<file path="config.mk">
export PLATFORM = sky130hd
export DESIGN_NAME = multichannel_adc_accumulate_dump_unit
export DESIGN_NICKNAME = d
export VERILOG_FILES = /design/src/rtl/macad_pkg.sv /design/src/rtl/macad_dp.sv /design/src/rtl/macad_ctrl.sv /design/src/rtl/multichannel_adc_accumulate_dump_unit.sv
export SDC_FILE = /design/constraint.sdc
export NUM_CORES = 1
export LEC_CHECK = 0
export BUFFER_PORTS_ARGS = -buffer_cell sky130_fd_sc_hd__buf_2
export CAP_MARGIN = 30
export CORE_UTILIZATION = 53
export DETAILED_ROUTE_END_ITERATION = 7
export GPL_ROUTABILITY_DRIVEN = 0
export PLACE_DENSITY_LB_ADDON = 0.1
export SLEW_MARGIN = 20
export SYNTH_ARGS = -nofsm -noshare
export SYNTH_HDL_FRONTEND = slang
export SYNTH_SLANG_ARGS = --single-unit
</file>
<file path="constraint.sdc">
create_clock -name clk -period 9.15 [get_ports clk]
set_clock_uncertainty 0.2 [all_clocks]
set_input_delay 1.83 -clock clk [delete_from_list [all_inputs] [get_ports clk]]
set_output_delay 1.83 -clock clk [all_outputs]
set_load 0.03 [all_outputs]
</file>
<file path="src/rtl/macad_pkg.sv">
// shared types, constants and the mux code lookup for the accumulate and dump unit
// no dependencies
`timescale 1ns / 1ps
`default_nettype none

package macad_pkg;

  localparam int SAMPLE_W = 12;
  localparam int CODE_W = 5;
  localparam int IDX_OUT_W = 3;
  localparam int OUT_SUM_W = 32;
  localparam int CFG_W = 16;
  localparam int IN_TDATA_W = 16;
  localparam int OUT_TDATA_W = 40;

  localparam int MUX_TABLE_SIZE = 5;
  localparam logic [CODE_W-1:0] FINAL_MUX_CODE = 5'h11;
  localparam logic [CODE_W-1:0] MUX_TABLE [MUX_TABLE_SIZE] = '{5'd0, 5'd1, 5'd3, 5'd7, 5'd8};

  typedef enum logic [1:0] {
    ST_IDLE,
    ST_SEND,
    ST_DLOAD,
    ST_DSEND
  } state_t;

  typedef struct packed {
    logic accept;
    logic load_dump;
  } dp_cmd_t;

  typedef struct packed {
    logic dump_due;
    logic out_last;
  } dp_status_t;

  function automatic logic [CODE_W-1:0] mux_code(input logic [3:0] pos);
    logic [CODE_W-1:0] code;
    if (pos < 4'(MUX_TABLE_SIZE)) begin
      code = MUX_TABLE[pos[2:0]];
    end else begin
      code = FINAL_MUX_CODE;
    end
    return code;
  endfunction

endpackage

`default_nettype wire

</file>
<file path="src/rtl/macad_dp.sv">
// datapath: slot accumulators, round counter, dump index and output register
// depends on macad_pkg
`timescale 1ns / 1ps
`default_nettype none

module macad_dp #(
  parameter int LAST_SLOT = 5,
  parameter int SUM_BITS = 32
) (
  input  logic                                 clk,
  input  logic                                 rst,
  input  macad_pkg::dp_cmd_t                   cmd,
  output macad_pkg::dp_status_t                status,
  input  logic [macad_pkg::SAMPLE_W-1:0]       sample,
  input  logic                                 cfg_we,
  input  logic [macad_pkg::CFG_W-1:0]          cfg_data,
  output logic [macad_pkg::CODE_W-1:0]         out_code,
  output logic                                 out_dump,
  output logic [macad_pkg::IDX_OUT_W-1:0]      out_idx,
  output logic [macad_pkg::OUT_SUM_W-1:0]      out_sum,
  output logic                                 out_last
);

  localparam int SLOT_CNT = LAST_SLOT + 1;
  localparam int IDX_W = $clog2(SLOT_CNT);
  localparam logic [IDX_W-1:0] LAST_IDX = IDX_W'(LAST_SLOT);
  localparam logic [SUM_BITS-1:0] SUM_MAX = '1;

  logic [SUM_BITS-1:0]           acc [SLOT_CNT];
  logic [IDX_W-1:0]              slot_pos;
  logic [IDX_W-1:0]              dump_idx;
  logic [macad_pkg::CFG_W-1:0]   round_cnt;
  logic [macad_pkg::CFG_W-1:0]   rounds_per_dump;

  logic [IDX_W-1:0]              rd_addr;
  logic [SUM_BITS-1:0]           rd_acc;
  logic [SUM_BITS:0]             sum_wide;
  logic [SUM_BITS-1:0]           acc_sat;
  logic [macad_pkg::CFG_W:0]     round_next;
  logic                          dump_due;
  logic [15:0]                   idx_ext;
  logic [63:0]                   sum_ext;

  always_comb begin
    rd_addr = cmd.load_dump ? dump_idx : slot_pos;
    rd_acc = acc[rd_addr];
    sum_wide = {1'b0, rd_acc} + (SUM_BITS + 1)'(sample);
    acc_sat = sum_wide[SUM_BITS] ? SUM_MAX : sum_wide[SUM_BITS-1:0];
    round_next = {1'b0, round_cnt} + (macad_pkg::CFG_W + 1)'(1);
    dump_due = (slot_pos == LAST_IDX) && !(round_next < {1'b0, rounds_per_dump});
    idx_ext = 16'(dump_idx);
    sum_ext = 64'(rd_acc);
  end

  assign status.dump_due = dump_due;
  assign status.out_last = out_last;

  always_ff @(posedge clk) begin
    if (rst) begin
      acc <= '{default: '0};
      slot_pos <= '0;
      dump_idx <= '0;
      round_cnt <= '0;
      rounds_per_dump <= macad_pkg::CFG_W'(1);
    end else begin
      if (cfg_we) begin
        rounds_per_dump <= cfg_data;
      end
      if (cmd.accept) begin
        acc[slot_pos] <= acc_sat;
        dump_idx <= '0;
        if (slot_pos == LAST_IDX) begin
          slot_pos <= '0;
          round_cnt <= dump_due ? '0 : round_next[macad_pkg::CFG_W-1:0];
        end else begin
          slot_pos <= slot_pos + 1'b1;
        end
      end else if (cmd.load_dump) begin
        acc[dump_idx] <= '0;
        dump_idx <= dump_idx + 1'b1;
      end
    end
  end

  // output register, no reset needed
  always_ff @(posedge clk) begin
    if (cmd.accept) begin
      out_code <= macad_pkg::mux_code(4'(slot_pos));
      out_dump <= 1'b0;
      out_idx <= '0;
      out_sum <= '0;
      out_last <= 1'b1;
    end else if (cmd.load_dump) begin
      out_dump <= 1'b1;
      out_idx <= idx_ext[macad_pkg::IDX_OUT_W-1:0];
      out_sum <= sum_ext[macad_pkg::OUT_SUM_W-1:0];
      out_last <= (dump_idx == LAST_IDX);
    end
  end

endmodule

`default_nettype wire

</file>
<file path="src/rtl/macad_ctrl.sv">
// controller state machine: input and output handshakes, dump sequencing
// depends on macad_pkg
`timescale 1ns / 1ps
`default_nettype none

module macad_ctrl (
  input  logic                  clk,
  input  logic                  rst,
  input  logic                  s_valid,
  output logic                  s_ready,
  output logic                  m_valid,
  input  logic                  m_ready,
  input  macad_pkg::dp_status_t status,
  output macad_pkg::dp_cmd_t    cmd
);

  macad_pkg::state_t state;
  macad_pkg::state_t state_next;

  always_ff @(posedge clk) begin
    if (rst) begin
      state <= macad_pkg::ST_IDLE;
    end else begin
      state <= state_next;
    end
  end

  always_comb begin
    state_next = state;
    case (state)
      macad_pkg::ST_IDLE: begin
        if (s_valid) begin
          state_next = status.dump_due ? macad_pkg::ST_DLOAD : macad_pkg::ST_SEND;
        end
      end
      macad_pkg::ST_SEND: begin
        if (m_ready) begin
          if (s_valid) begin
            state_next = status.dump_due ? macad_pkg::ST_DLOAD : macad_pkg::ST_SEND;
          end else begin
            state_next = macad_pkg::ST_IDLE;
          end
        end
      end
      macad_pkg::ST_DLOAD: begin
        state_next = macad_pkg::ST_DSEND;
      end
      macad_pkg::ST_DSEND: begin
        if (m_ready && status.out_last) begin
          state_next = macad_pkg::ST_IDLE;
        end
      end
      default: begin
        state_next = macad_pkg::ST_IDLE;
      end
    endcase
  end

  always_comb begin
    s_ready = 1'b0;
    m_valid = 1'b0;
    cmd.load_dump = 1'b0;
    case (state)
      macad_pkg::ST_IDLE: begin
        s_ready = 1'b1;
      end
      macad_pkg::ST_SEND: begin
        m_valid = 1'b1;
        s_ready = m_ready;
      end
      macad_pkg::ST_DLOAD: begin
        cmd.load_dump = 1'b1;
      end
      macad_pkg::ST_DSEND: begin
        m_valid = 1'b1;
        cmd.load_dump = m_ready && !status.out_last;
      end
      default: begin
        s_ready = 1'b0;
      end
    endcase
    cmd.accept = s_valid && s_ready;
  end

endmodule

`default_nettype wire

</file>
<file path="src/rtl/multichannel_adc_accumulate_dump_unit.sv">
// top level of the multichannel adc accumulate and dump unit
// depends on macad_pkg, macad_ctrl and macad_dp
`timescale 1ns / 1ps
`default_nettype none

// Each sample accepted on the s_axis side is added, saturating at 2^SUM_BITS-1, to the
// accumulator of the current slot; slots 0..LAST_SLOT are visited round robin. Every sample
// yields the mux code for the next conversion. An ordinary sample gives one result with
// tuser low; a new sample is taken in the same cycle that result is taken, so the plain
// path runs at one sample per cycle while m_axis_tready is high. When the last slot
// completes the configured number of rounds, the ST_DLOAD state loads the first slot sum,
// then LAST_SLOT+1 results with tuser high follow (slot 0 first, tlast on the last) at one
// per cycle while m_axis_tready is high and input is held off; the accumulators share one
// read port, which sets this one-sum-per-cycle dump. Accumulators clear to zero at reset.
// rounds_per_dump (reset 1) is written on the always-ready cfg channel; zero acts as one.

module multichannel_adc_accumulate_dump_unit #(
  parameter int LAST_SLOT = 5,
  parameter int SUM_BITS = 32
) (
  input  logic                                  clk,
  input  logic                                  rst,
  input  logic                                  s_axis_tvalid,
  output logic                                  s_axis_tready,
  input  logic [macad_pkg::IN_TDATA_W-1:0]      s_axis_tdata,  // sample[11:0], upper bits ignored
  output logic                                  m_axis_tvalid,
  input  logic                                  m_axis_tready,
  output logic [macad_pkg::OUT_TDATA_W-1:0]     m_axis_tdata,  // next_mux_code, slot_index, slot_sum
  output logic                                  m_axis_tuser,  // dump_valid
  output logic                                  m_axis_tlast,
  input  logic                                  cfg_valid,
  output logic                                  cfg_ready,
  input  logic [macad_pkg::CFG_W-1:0]           cfg_data
);

  macad_pkg::dp_cmd_t    cmd;
  macad_pkg::dp_status_t status;

  logic [macad_pkg::CODE_W-1:0]    out_code;
  logic [macad_pkg::IDX_OUT_W-1:0] out_idx;
  logic [macad_pkg::OUT_SUM_W-1:0] out_sum;

  assign cfg_ready = 1'b1;
  assign m_axis_tdata = {out_sum, out_idx, out_code};

  macad_ctrl u_ctrl (
    .clk     (clk),
    .rst     (rst),
    .s_valid (s_axis_tvalid),
    .s_ready (s_axis_tready),
    .m_valid (m_axis_tvalid),
    .m_ready (m_axis_tready),
    .status  (status),
    .cmd     (cmd)
  );

  macad_dp #(
    .LAST_SLOT (LAST_SLOT),
    .SUM_BITS  (SUM_BITS)
  ) u_dp (
    .clk      (clk),
    .rst      (rst),
    .cmd      (cmd),
    .status   (status),
    .sample   (s_axis_tdata[macad_pkg::SAMPLE_W-1:0]),
    .cfg_we   (cfg_valid && cfg_ready),
    .cfg_data (cfg_data),
    .out_code (out_code),
    .out_dump (m_axis_tuser),
    .out_idx  (out_idx),
    .out_sum  (out_sum),
    .out_last (m_axis_tlast)
  );

`ifndef SYNTHESIS
  a_no_input_during_dump: assert property (@(posedge clk) disable iff (rst)
    (m_axis_tvalid && m_axis_tuser) |-> !s_axis_tready)
    else $error("input accepted during dump");

  a_dump_last_slot: assert property (@(posedge clk) disable iff (rst)
    (m_axis_tvalid && m_axis_tuser && m_axis_tlast) |->
      (m_axis_tdata[7:5] == 3'(LAST_SLOT)))
    else $error("dump ended on wrong slot");

  a_plain_result_last: assert property (@(posedge clk) disable iff (rst)
    (m_axis_tvalid && !m_axis_tuser) |-> m_axis_tlast)
    else $error("plain result without tlast");

  a_dump_end_idle: assert property (@(posedge clk) disable iff (rst)
    (m_axis_tvalid && m_axis_tready && m_axis_tuser && m_axis_tlast) |=> !m_axis_tvalid)
    else $error("output valid right after dump end");
`endif

endmodule

`default_nettype wire

</file>
Word level (Yosys, flattened, before mapping). Memories as Yosys holds them, arrays and structs flattened. A register that Yosys moved wholly into a read port is not among the register bits. Cells that the tools add are included.

Register bits after elaboration: 269. ROM bits: 40. Bits of input ports: 37. Memories: 1.

Add/subtract/negate cells: 4. Magnitude comparators: 7. Equal/unequal tests: 8. Multiplexer cells: 23. Bitwise gates (word level): 5. Reductions and logical operators: 15.

Memory list: (name not given) (words 8, bits a word 5, rd ports 1, clocked after memory_dff 1, wr ports 0, RTL line macad_pkg.sv:40) `code = MUX_TABLE[pos[2:0]];`.

Operators by type and width (count): 192-bit two-way mux (2); 192-bit bitwise AND (1); 192-bit bitwise mux (1); 32-bit demux with 3-bit select (2); 192-bit inverter (1); 32-bit two-way mux (5); 32-bit binary-select mux with 3-bit select (1); 32-bit by 12-bit adder with 33-bit output (1); 16-bit by 1-bit adder with 17-bit output (second input constant) (1); 17-bit by 16-bit less-than comparator with 1-bit output (1); 16-bit two-way mux (1); 4-bit greater-or-equal comparator (second input constant) (3); 3-bit inverter with 4-bit output (3); 2-bit two-way mux (5); 4-bit by 1-bit less-than comparator with 1-bit output (second input constant) (2); 2-bit case mux with 4 select lines (1); 3-bit by 1-bit adder with 3-bit output (second input constant) (2); 3-bit == test (second input constant) (2); 1-bit logical AND (6); 3-bit two-way mux (2); 2-bit == test (second input constant) (2); 2-bit inequality test (second input constant) (2); 1-bit case mux with 2 select lines (2); 2-bit OR reduction (2); other kinds (9) (11).

Depth between registers and ports, before layout. Gate-level depths: netlist of the first run.

Word-level depth: 12. Gate-level depth with buffers: 25.

Cells and area by module. Synthesis of the first run repeated with hierarchy kept, for this count alone.

Cell total of the unflattened synthesis: 1447. Area, all modules: 13240.2 µm².

By module, submodules not included: macad_dp (instances 1, cells an instance 1431, area each 13116.3 µm²); macad_ctrl (instances 1, cells an instance 14, area each 112.6 µm²); multichannel_adc_accumulate_dump_unit (instances 1, cells an instance 2, area each 11.3 µm²).

Least setup slack after synthesis of the first run. Ideal clock, no wire load.

Path type: in2reg. From: input m_axis_tready. To: register u_dp.acc[22] (netlist name). Arrival: 6329 ps. Required time: 8833 ps. Setup slack: 2504 ps. Cell stages on the path: 23. Path buffers: 5. Path through: and2b_1 o211ai_2 buf_2 nand2_2 buf_6 buf_2 buf_1 mux2i_1 o21ai_0 ha_1 inv_1 fa_1 nor2b_1 o21a_1 o21ai_0 a21o_1 a31oi_1 nor2b_1 and2_1 buf_4 and3_1 mux2_2 a22o_1.

Longest elaborated chain between the ends: 11. Elaborated cells on any way between the ends: 14. Those cells by class: add/sub: 1; mux: 9; bitwise: 1; reduce/logical: 3.

RTL lines: start, declared (RTL line multichannel_adc_accumulate_dump_unit.sv:27) `input logic m_axis_tready,`; 1-bit logical AND (RTL line macad_ctrl.sv:76) `cmd.load_dump = m_ready && !status.out_last;`; 1-bit case mux with 2 select lines (RTL line macad_ctrl.sv:63) `case (state)`; 3-bit two-way mux (RTL line macad_dp.sv:45) `rd_addr = cmd.load_dump ? dump_idx : slot_pos;`; 3-bit inverter with 4-bit output (not written as such) (RTL line macad_dp.sv:46) `rd_acc = acc[rd_addr];`; 32-bit binary-select mux with 3-bit select (RTL line macad_dp.sv:46); 32-bit two-way mux (not written as such) (2 in series) (RTL line macad_dp.sv:46); via u_dp.rd_acc[0] (RTL line macad_dp.sv:36) `logic [SUM_BITS-1:0] rd_acc;`; 32-bit by 12-bit adder with 33-bit output (RTL line macad_dp.sv:47) `sum_wide = {1'b0, rd_acc} + (SUM_BITS + 1)'(sample);`; 32-bit two-way mux (RTL line macad_dp.sv:48) `acc_sat = sum_wide[SUM_BITS] ? SUM_MAX : sum_wide[SUM_BITS-1:0];`; 192-bit bitwise mux (RTL line macad_dp.sv:70) `acc[slot_pos] <= acc_sat;`; 192-bit two-way mux (RTL line macad_dp.sv:69) `if (cmd.accept) begin`; end signal, assigned by index (RTL line macad_dp.sv:70); end, declared (RTL line macad_dp.sv:29) `logic [SUM_BITS-1:0] acc [SLOT_CNT];`.

The timed path passes the listed nets, and every way through them passes these cells. The select of a mux whose other input is x is not followed. A chain may end at the register's enable or synchronous reset.

Final worst setup path of the first run.
From: input m_axis_tready. To: register u_dp.acc[150] (netlist name).

Same word-level chain as after synthesis.

==> results of run 1 <==
kinds of logic (layout without fill, tap and decap cells):
logic type,count (synthesis),after routing,synth area share [%]
AOI/OAI and AO/OA,429,429,23.79
xor gates and xnor gates,33,33,2.278
adders and majority gates,31,31,3.116
buffers and inverters,125,190,4.142
DFF,274,274,43.62
muxes,94,94,7.553
other,1,1,0.02955
and+or+nand+nor,407,407,15.46
metrics by stage:
step	area [µm²]	util [%]	std cells	setup WS [ns]
3_3_place_gp	13370	56.94	1724	1.529
2_1_floorplan	12690	-	1394	2.504
5_1_grt	14440	61.52	1778	1.749
3_5_place_dp	13400	57.09	1726	1.507
6_report	14440	61.52	1778	1.983
4_1_cts	14440	61.52	1778	2.073
cell type report:
class                           count  area (µm²)
Fill cell                        2045        9031
Multi-Input combinational cell    995        6731
Sequential cell                   274        5535
Clock buffer                       41       882.1
Timing Repair Buffer              107       618.1
Tap cell                          319       399.1
Clock inverter                     11       158.9
Inverter                           31       116.4
metal layers:
metal	wire length [µm]	global-route usage [%]
met1	16880	43.17
met2	15120	43.92
met3	2666	3.794
met4	782	7.656
met5	0	0
worst max-delay path by stage:
stage                  start             to  cells after the start
2_1_floorplan  m_axis_tready   u_dp.acc[22]                     23
3_3_place_gp   m_axis_tready   u_dp.acc[22]                     21
3_5_place_dp   m_axis_tready   u_dp.acc[22]                     19
5_1_grt        m_axis_tready  u_dp.acc[150]                     21
4_1_cts        m_axis_tready  u_dp.acc[150]                     19
6_report       m_axis_tready  u_dp.acc[150]                     19
sequential cells by signal, indices dropped and copies added (netlist names):
name / flops
u_dp.slot_pos: 3
u_dp.out_dump: 1
u_dp.out_last: 1
u_dp.out_sum: 32
u_dp.out_idx: 3
u_ctrl.state: 2
u_dp.rounds_per_dump: 16
u_dp.dump_idx: 3
u_dp.out_code: 5
u_dp.round_cnt: 16
u_dp.acc: 192
report_power, final:
group | internal [mW] | switching, mW | total [mW]
clock | 0.779 | 0.484 | 1.26
sequential | 1.22 | 0.0151 | 1.24
combinational | 0.119 | 0.250 | 0.368
total | 2.12 | 0.749 | 2.87
layout by cell type (no fill, tap or decap), drive strengths merged, types with 15 or more instances in the layout:
| master | count |
|---|---|
| inv | 30 |
| a211oi | 22 |
| nor3 | 20 |
| xor2 | 18 |
| dfxtp | 269 |
| nor2 | 112 |
| a21boi | 22 |
| xnor2 | 15 |
| mux2i | 92 |
| ha | 30 |
| a22oi | 32 |
| and3 | 33 |
| nand3 | 34 |
| a21oi | 63 |
| buf | 107 |
| clkbuf | 41 |
| nand2 | 146 |
| a22o | 104 |
| o21ai | 122 |
worst max-delay path, delay by kind of cell:
kind | cells | cell delay, ns
simple gates | 7 | 2.33
compound gates | 7 | 1.94
fa+ha+maj | 2 | 0.66
mux | 1 | 0.41
buf+inv | 2 | 0.20
==> reports/summary.txt, run 1 <==
Via density: 6.047
CTS tree: done
io pins: 82
WL final: 35.45 mm
DIE WIDTH: 156.7 µm
Worst Max-Slew Pin Slew: 1.158 ns
TNS Setup: 0 ns
vias in the first global route: 9739
Min-Delay Path Depth: 2
crit path DAT: 7.40 ns
# diodes: 0
Hold Buf Count CTS: 0
cells along the critical path: buf_2 > nand2b_2 > a21boi_1 > nor2_4 > nand2b_1 > o21ai_0 > ha_1 > inv_1 > fa_1 > nor2b_1 > o21a_1 > o21ai_0 > a21o_1 > a31oi_1 > nor2b_1 > and2_1 > and3_1 > mux2_2 > a22o_1
post-synthesis average cell area: 9.102 µm²
Fmax: 139.5 MHz
count leader, synth: dfxtp_1
Worst R2R End: u_dp.acc[150]
normalized max-slew margin: 22.77%
post_cts resized: 0
initial antenna violation count: 0
Clock Pin Slew Worst Setup and Hold Paths: 0.06 ns
Hold WS: 0.2358 ns
reg2reg start: u_ctrl.state[1]
CP max FO: 22
final hold vios: 0
RSZ-0062 raised after global routing: no
Reg2Reg Depth: 20
Synth Cell Area: 12690 µm²
Slowest-stage cell, CP: nor2_4
DIE HEIGHT: 156.7 µm
fin crit share: 78.33%
die area: 24560 µm²
area share of the largest cell type after synthesis: 42.44%
Mapped Nets: 1462
Post-synth EDFFs: 5
total setup buffers inserted after CTS: 0
Core Region: 23470 µm²
share of cells above drive strength 1: 15.28%
Clock Tree Root: clkbuf_16
Main synth FF type: dfxtp_1
area grow syn2layout: 13.82%
worst min path class: flip-flop to flip-flop
Rows: 56
final setup violating endpoints: 0
Seq/Total Area, Yosys: 43.62%
Worst Hold End: u_dp.acc[151]
total iterations of the first detailed-routing run: 5
total track usage: 29.08%
later-pin clock latency in the skew report: 0.55 ns
number of remaining DRC errors: 0
crit path time final: 7.167 ns
Netlist cell types: 78
Vias: 10750
largest cells by area after synthesis: dfxtp_1, a22o_1, mux2i_1
startpoint of the worst hold path: u_dp.acc[151]
# Max-Cap Violations: 0
Post-layout nets: 1506
post-synthesis register bit count: 274
Final Total Pwr: 2.869 mW
Pwr Density: 198.6 nW/µm²
synth warn: 0
Port Buf Inserts: 76
Req. time, crit path: 9.38 ns
most frequent cells after synthesis: dfxtp_1, nand2_1, nor2_1
fin. max-slew vios: 0
clk sink count: 274
kind of critical path: input pin to flip-flop
WL/cell: 19.94 µm
post-synth top area cell: dfxtp_1
largest net degree at the start of global routing: 60
crit start category: input pin
H-tree Lvls: 1
Synth Instances: 1394
fraction of registers with async set or reset after synthesis: 0%
final global-route overflow total: 0
status: complete, no violations
Max rail drop VDD: 0.1472 mV
Crit path largest cell delay: 0.86 ns
1st-iter DRT viols: 974
antenna viol nets, final: 0
first-pass GRT wire length: 55.36 mm
FF-to-FF setup slack: 2.83 ns
Starting Density: 54.06%
crit end category: flip-flop
Max clock buf depth: 3
Inserted Clock Buffers: 29
LEAKAGE: 5.931 nW
hpwl dp: 22.68 mm
Power figures use the tool's default switching activity.
==> run 2: changes to the inputs <==
==> constraint.sdc (replaced) <==
create_clock -name clk -period 7.2 [get_ports clk]
set_clock_uncertainty 0.2 [all_clocks]
set_input_delay 1.44 -clock clk [delete_from_list [all_inputs] [get_ports clk]]
set_output_delay 1.44 -clock clk [all_outputs]
set_load 0.03 [all_outputs]
==> run 2 against run 1 <==
Routed wire length grew 0.94%. Non-clock buffer count rose by 11. Global-route usage up 0.22 points. Sequential share of layout area shrank 0.056 points. Worst hold slack better by 0.0084 ns. First-iteration DRC count decreased by 6.9%. Sequential power rose by 27%. Critical path depth rose by 4. Register-to-register slack got worse by 1.3 ns. Die area unchanged. Clock-buffer cell count up 2. Setup slack worse by 0.83 ns.
==> reports/summary.txt, run 2 (synthesis gave the netlist of run 1 again) <==
normalized max-slew margin: 31.29% (+8.5 points)
die area: 24560 µm² (unchanged)
worst min path class: flip-flop to flip-flop
Pwr Density: 247.2 nW/µm² (+24%)
first-pass GRT wire length: 56.12 mm (+1.4%)
crit path DAT: 6.33 ns (-1.07 ns)
1st-iter DRT viols: 907 (-6.9%)
Via density: 6.062 (+0.25%)
clk sink count: 274 (unchanged)
total setup buffers inserted after CTS: 0 (unchanged)
Clk pwr share: 42.6% (-1.5 points)
crit path time final: 6.046 ns
LEAKAGE: 5.946 nW (+0.25%)
FF-to-FF setup slack: 1.56 ns (-1.27 ns)
Top Registers: u_dp.acc x192, u_dp.out_sum x32
H-tree Lvls: 1 (unchanged)
hpwl dp: 23.32 mm (+2.8%)
crit end category: flip-flop
io pins: 82 (unchanged)
Core Region: 23470 µm² (unchanged)
kind of critical path: input pin to flip-flop
DIE HEIGHT: 156.7 µm (unchanged)
Max clock buf depth: 3 (unchanged)
Worst Max-Slew Pin Slew: 1.027 ns (-0.1311 ns)
fin. max-slew vios: 0 (unchanged)
antenna viol nets, final: 0 (unchanged)
fin crit share: 83.98%
WL final: 35.78 mm (+0.94%)
most frequent cells in the layout: dfxtp_1, nand2_1, nor2_1, a22o_1, o21ai_0
Post-layout nets: 1517 (+0.73%)
Vias: 10840 (+0.82%)
Req. time, crit path: 7.48 ns (-1.90 ns)
largest net degree at the start of global routing: 59 (-1.7%)
Max rail drop VDD: 0.2174 mV (+48%)
TNS Setup: 0 ns (unchanged)
RSZ-0062 raised after global routing: no
Starting Density: 54.06% (unchanged)
critical path launch point: m_axis_tready
crit start category: input pin
area grow syn2layout: 13.98%
startpoint of the worst hold path: u_dp.acc[149]
final global-route overflow total: 0 (unchanged)
# Max-Cap Violations: 0 (unchanged)
final setup violating endpoints: 0 (unchanged)
total iterations of the first detailed-routing run: 5 (unchanged)
sw power: 0.9454 mW (+26%)
Net Sw Frac: 26.44% (+0.31 points)
Largest register FFs: 192 (unchanged)
later-pin clock latency in the skew report: 0.54 ns (about the same)
vias in the first global route: 10100 (+3.7%)
Clock Pin Slew Worst Setup and Hold Paths: 0.06 ns (about the same)
DIE WIDTH: 156.7 µm (unchanged)
Clock Tree Root: clkbuf_16
Setup crit end: u_dp.acc[98]
WL/cell: 20.01 µm (+0.37%)
Hold Buf Count CTS: 0 (unchanged)
Logic pwr share: 13.4% (+0.6 points)
sequential share of power: 44.0% (+0.9 points)
final hold vios: 0 (unchanged)
Internal: 2.630 mW (+24%)
post_cts resized: 0 (unchanged)
status: complete, no violations
Fmax: 165.4 MHz
Reg2Reg Depth: 19 (-5.0%)
Port Buf Inserts: 76 (unchanged)
most common cell after layout, fill and taps aside: dfxtp_1
Worst R2R End: u_dp.acc[98]
Rows: 56 (unchanged)
reg2reg start: u_ctrl.state[1]
Inserted Clock Buffers: 29 (unchanged)
CTS tree: done
Final Total Pwr: 3.576 mW (+25%)
CP max FO: 14 (-36%)
# diodes: 0 (unchanged)
share of cells above drive strength 1: 15.66% (+0.37 points)
initial antenna violation count: 1 (+1)
total track usage: 29.30% (+0.22 points)
Largest Register: u_dp.acc
number of remaining DRC errors: 0 (unchanged)
run 2: cell types whose count changed in the layout (fill, tap and decap cells not counted), sizes merged:
cell      change
buf          +11
bufinv        -1
clkbuf        +2
clkinv        -3
clkinvlp      +1
run 2: layout make-up:
cell class	count	area, µm²
clock buffer	43	858.3
timing repair buffer	118	713.2
inverter	31	116.4
clock inverter	8	117.6
tap	319	399.1
fill	2047	9010
multi-input combinational	995	6723
sequential	274	5535
run 2: power groups by stage:
stage	registers (mW)	logic, mW	clock network (mW)
finish	1.57	0.479	1.52
global route	1.57	0.519	1.61
CTS	1.57	0.471	1.54
detailed placement	1.60	0.469	0
global placement	1.60	0.466	0
floorplan	1.60	0.321	0
run 2: worst min-delay path by stage:
| stage | to | depth (start not counted) |
|---|---|---|
| global route | u_dp.acc[159] | 2 |
| global placement | u_dp.acc[149] | 2 |
| CTS | u_dp.acc[149] | 2 |
| detailed placement | u_dp.acc[151] | 2 |
| finish | u_dp.acc[149] | 2 |
| floorplan | u_dp.acc[149] | 2 |
run 2: worst max-delay path, cell delays in order:
cell and delay (ns):
buf_2 0.15, nand3b_1 0.13, and3_1 0.30, nor2_4 0.16, buf_4 0.29, mux2i_1 0.13
nand2_1 0.08, nand3_1 0.07, o21ai_0 0.21, ha_1 0.28, inv_1 0.07, fa_1 0.38
nor2b_1 0.20, o21a_1 0.16, o21ai_0 0.15, a21o_1 0.23, a31oi_1 0.14, buf_4 0.17
nor2b_1 0.34, nand4_4 0.25, or2_1 0.53, o21ai_2 0.26, a22o_1 0.19
run 2: routing by layer:
| metal | global-route usage [%] | up-vias | wire (µm) |
|---|---|---|---|
| met5 | 0 | - | 12 |
| li1 | - | 5165 | - |
| met4 | 8.077 | 2 | 702 |
| met3 | 4.182 | 59 | 2787 |
| met1 | 41.23 | 5206 | 16440 |
| met2 | 46.54 | 407 | 15840 |
run 2: stage by stage:
stage	std cells	cell area (µm²)	worst slack [ns]	hold WS [ns]	util (%)
after floorplan	1394	12690	0.9443	0.2072	-
after global placement	1735	13470	0.7442	0.2213	57.37
after detailed placement	1736	13470	0.7023	0.2313	57.39
after CTS	1787	14450	1.256	0.2434	61.55
after global routing	1788	14460	0.8579	0.2630	61.62
final	1788	14460	1.154	0.2442	61.62
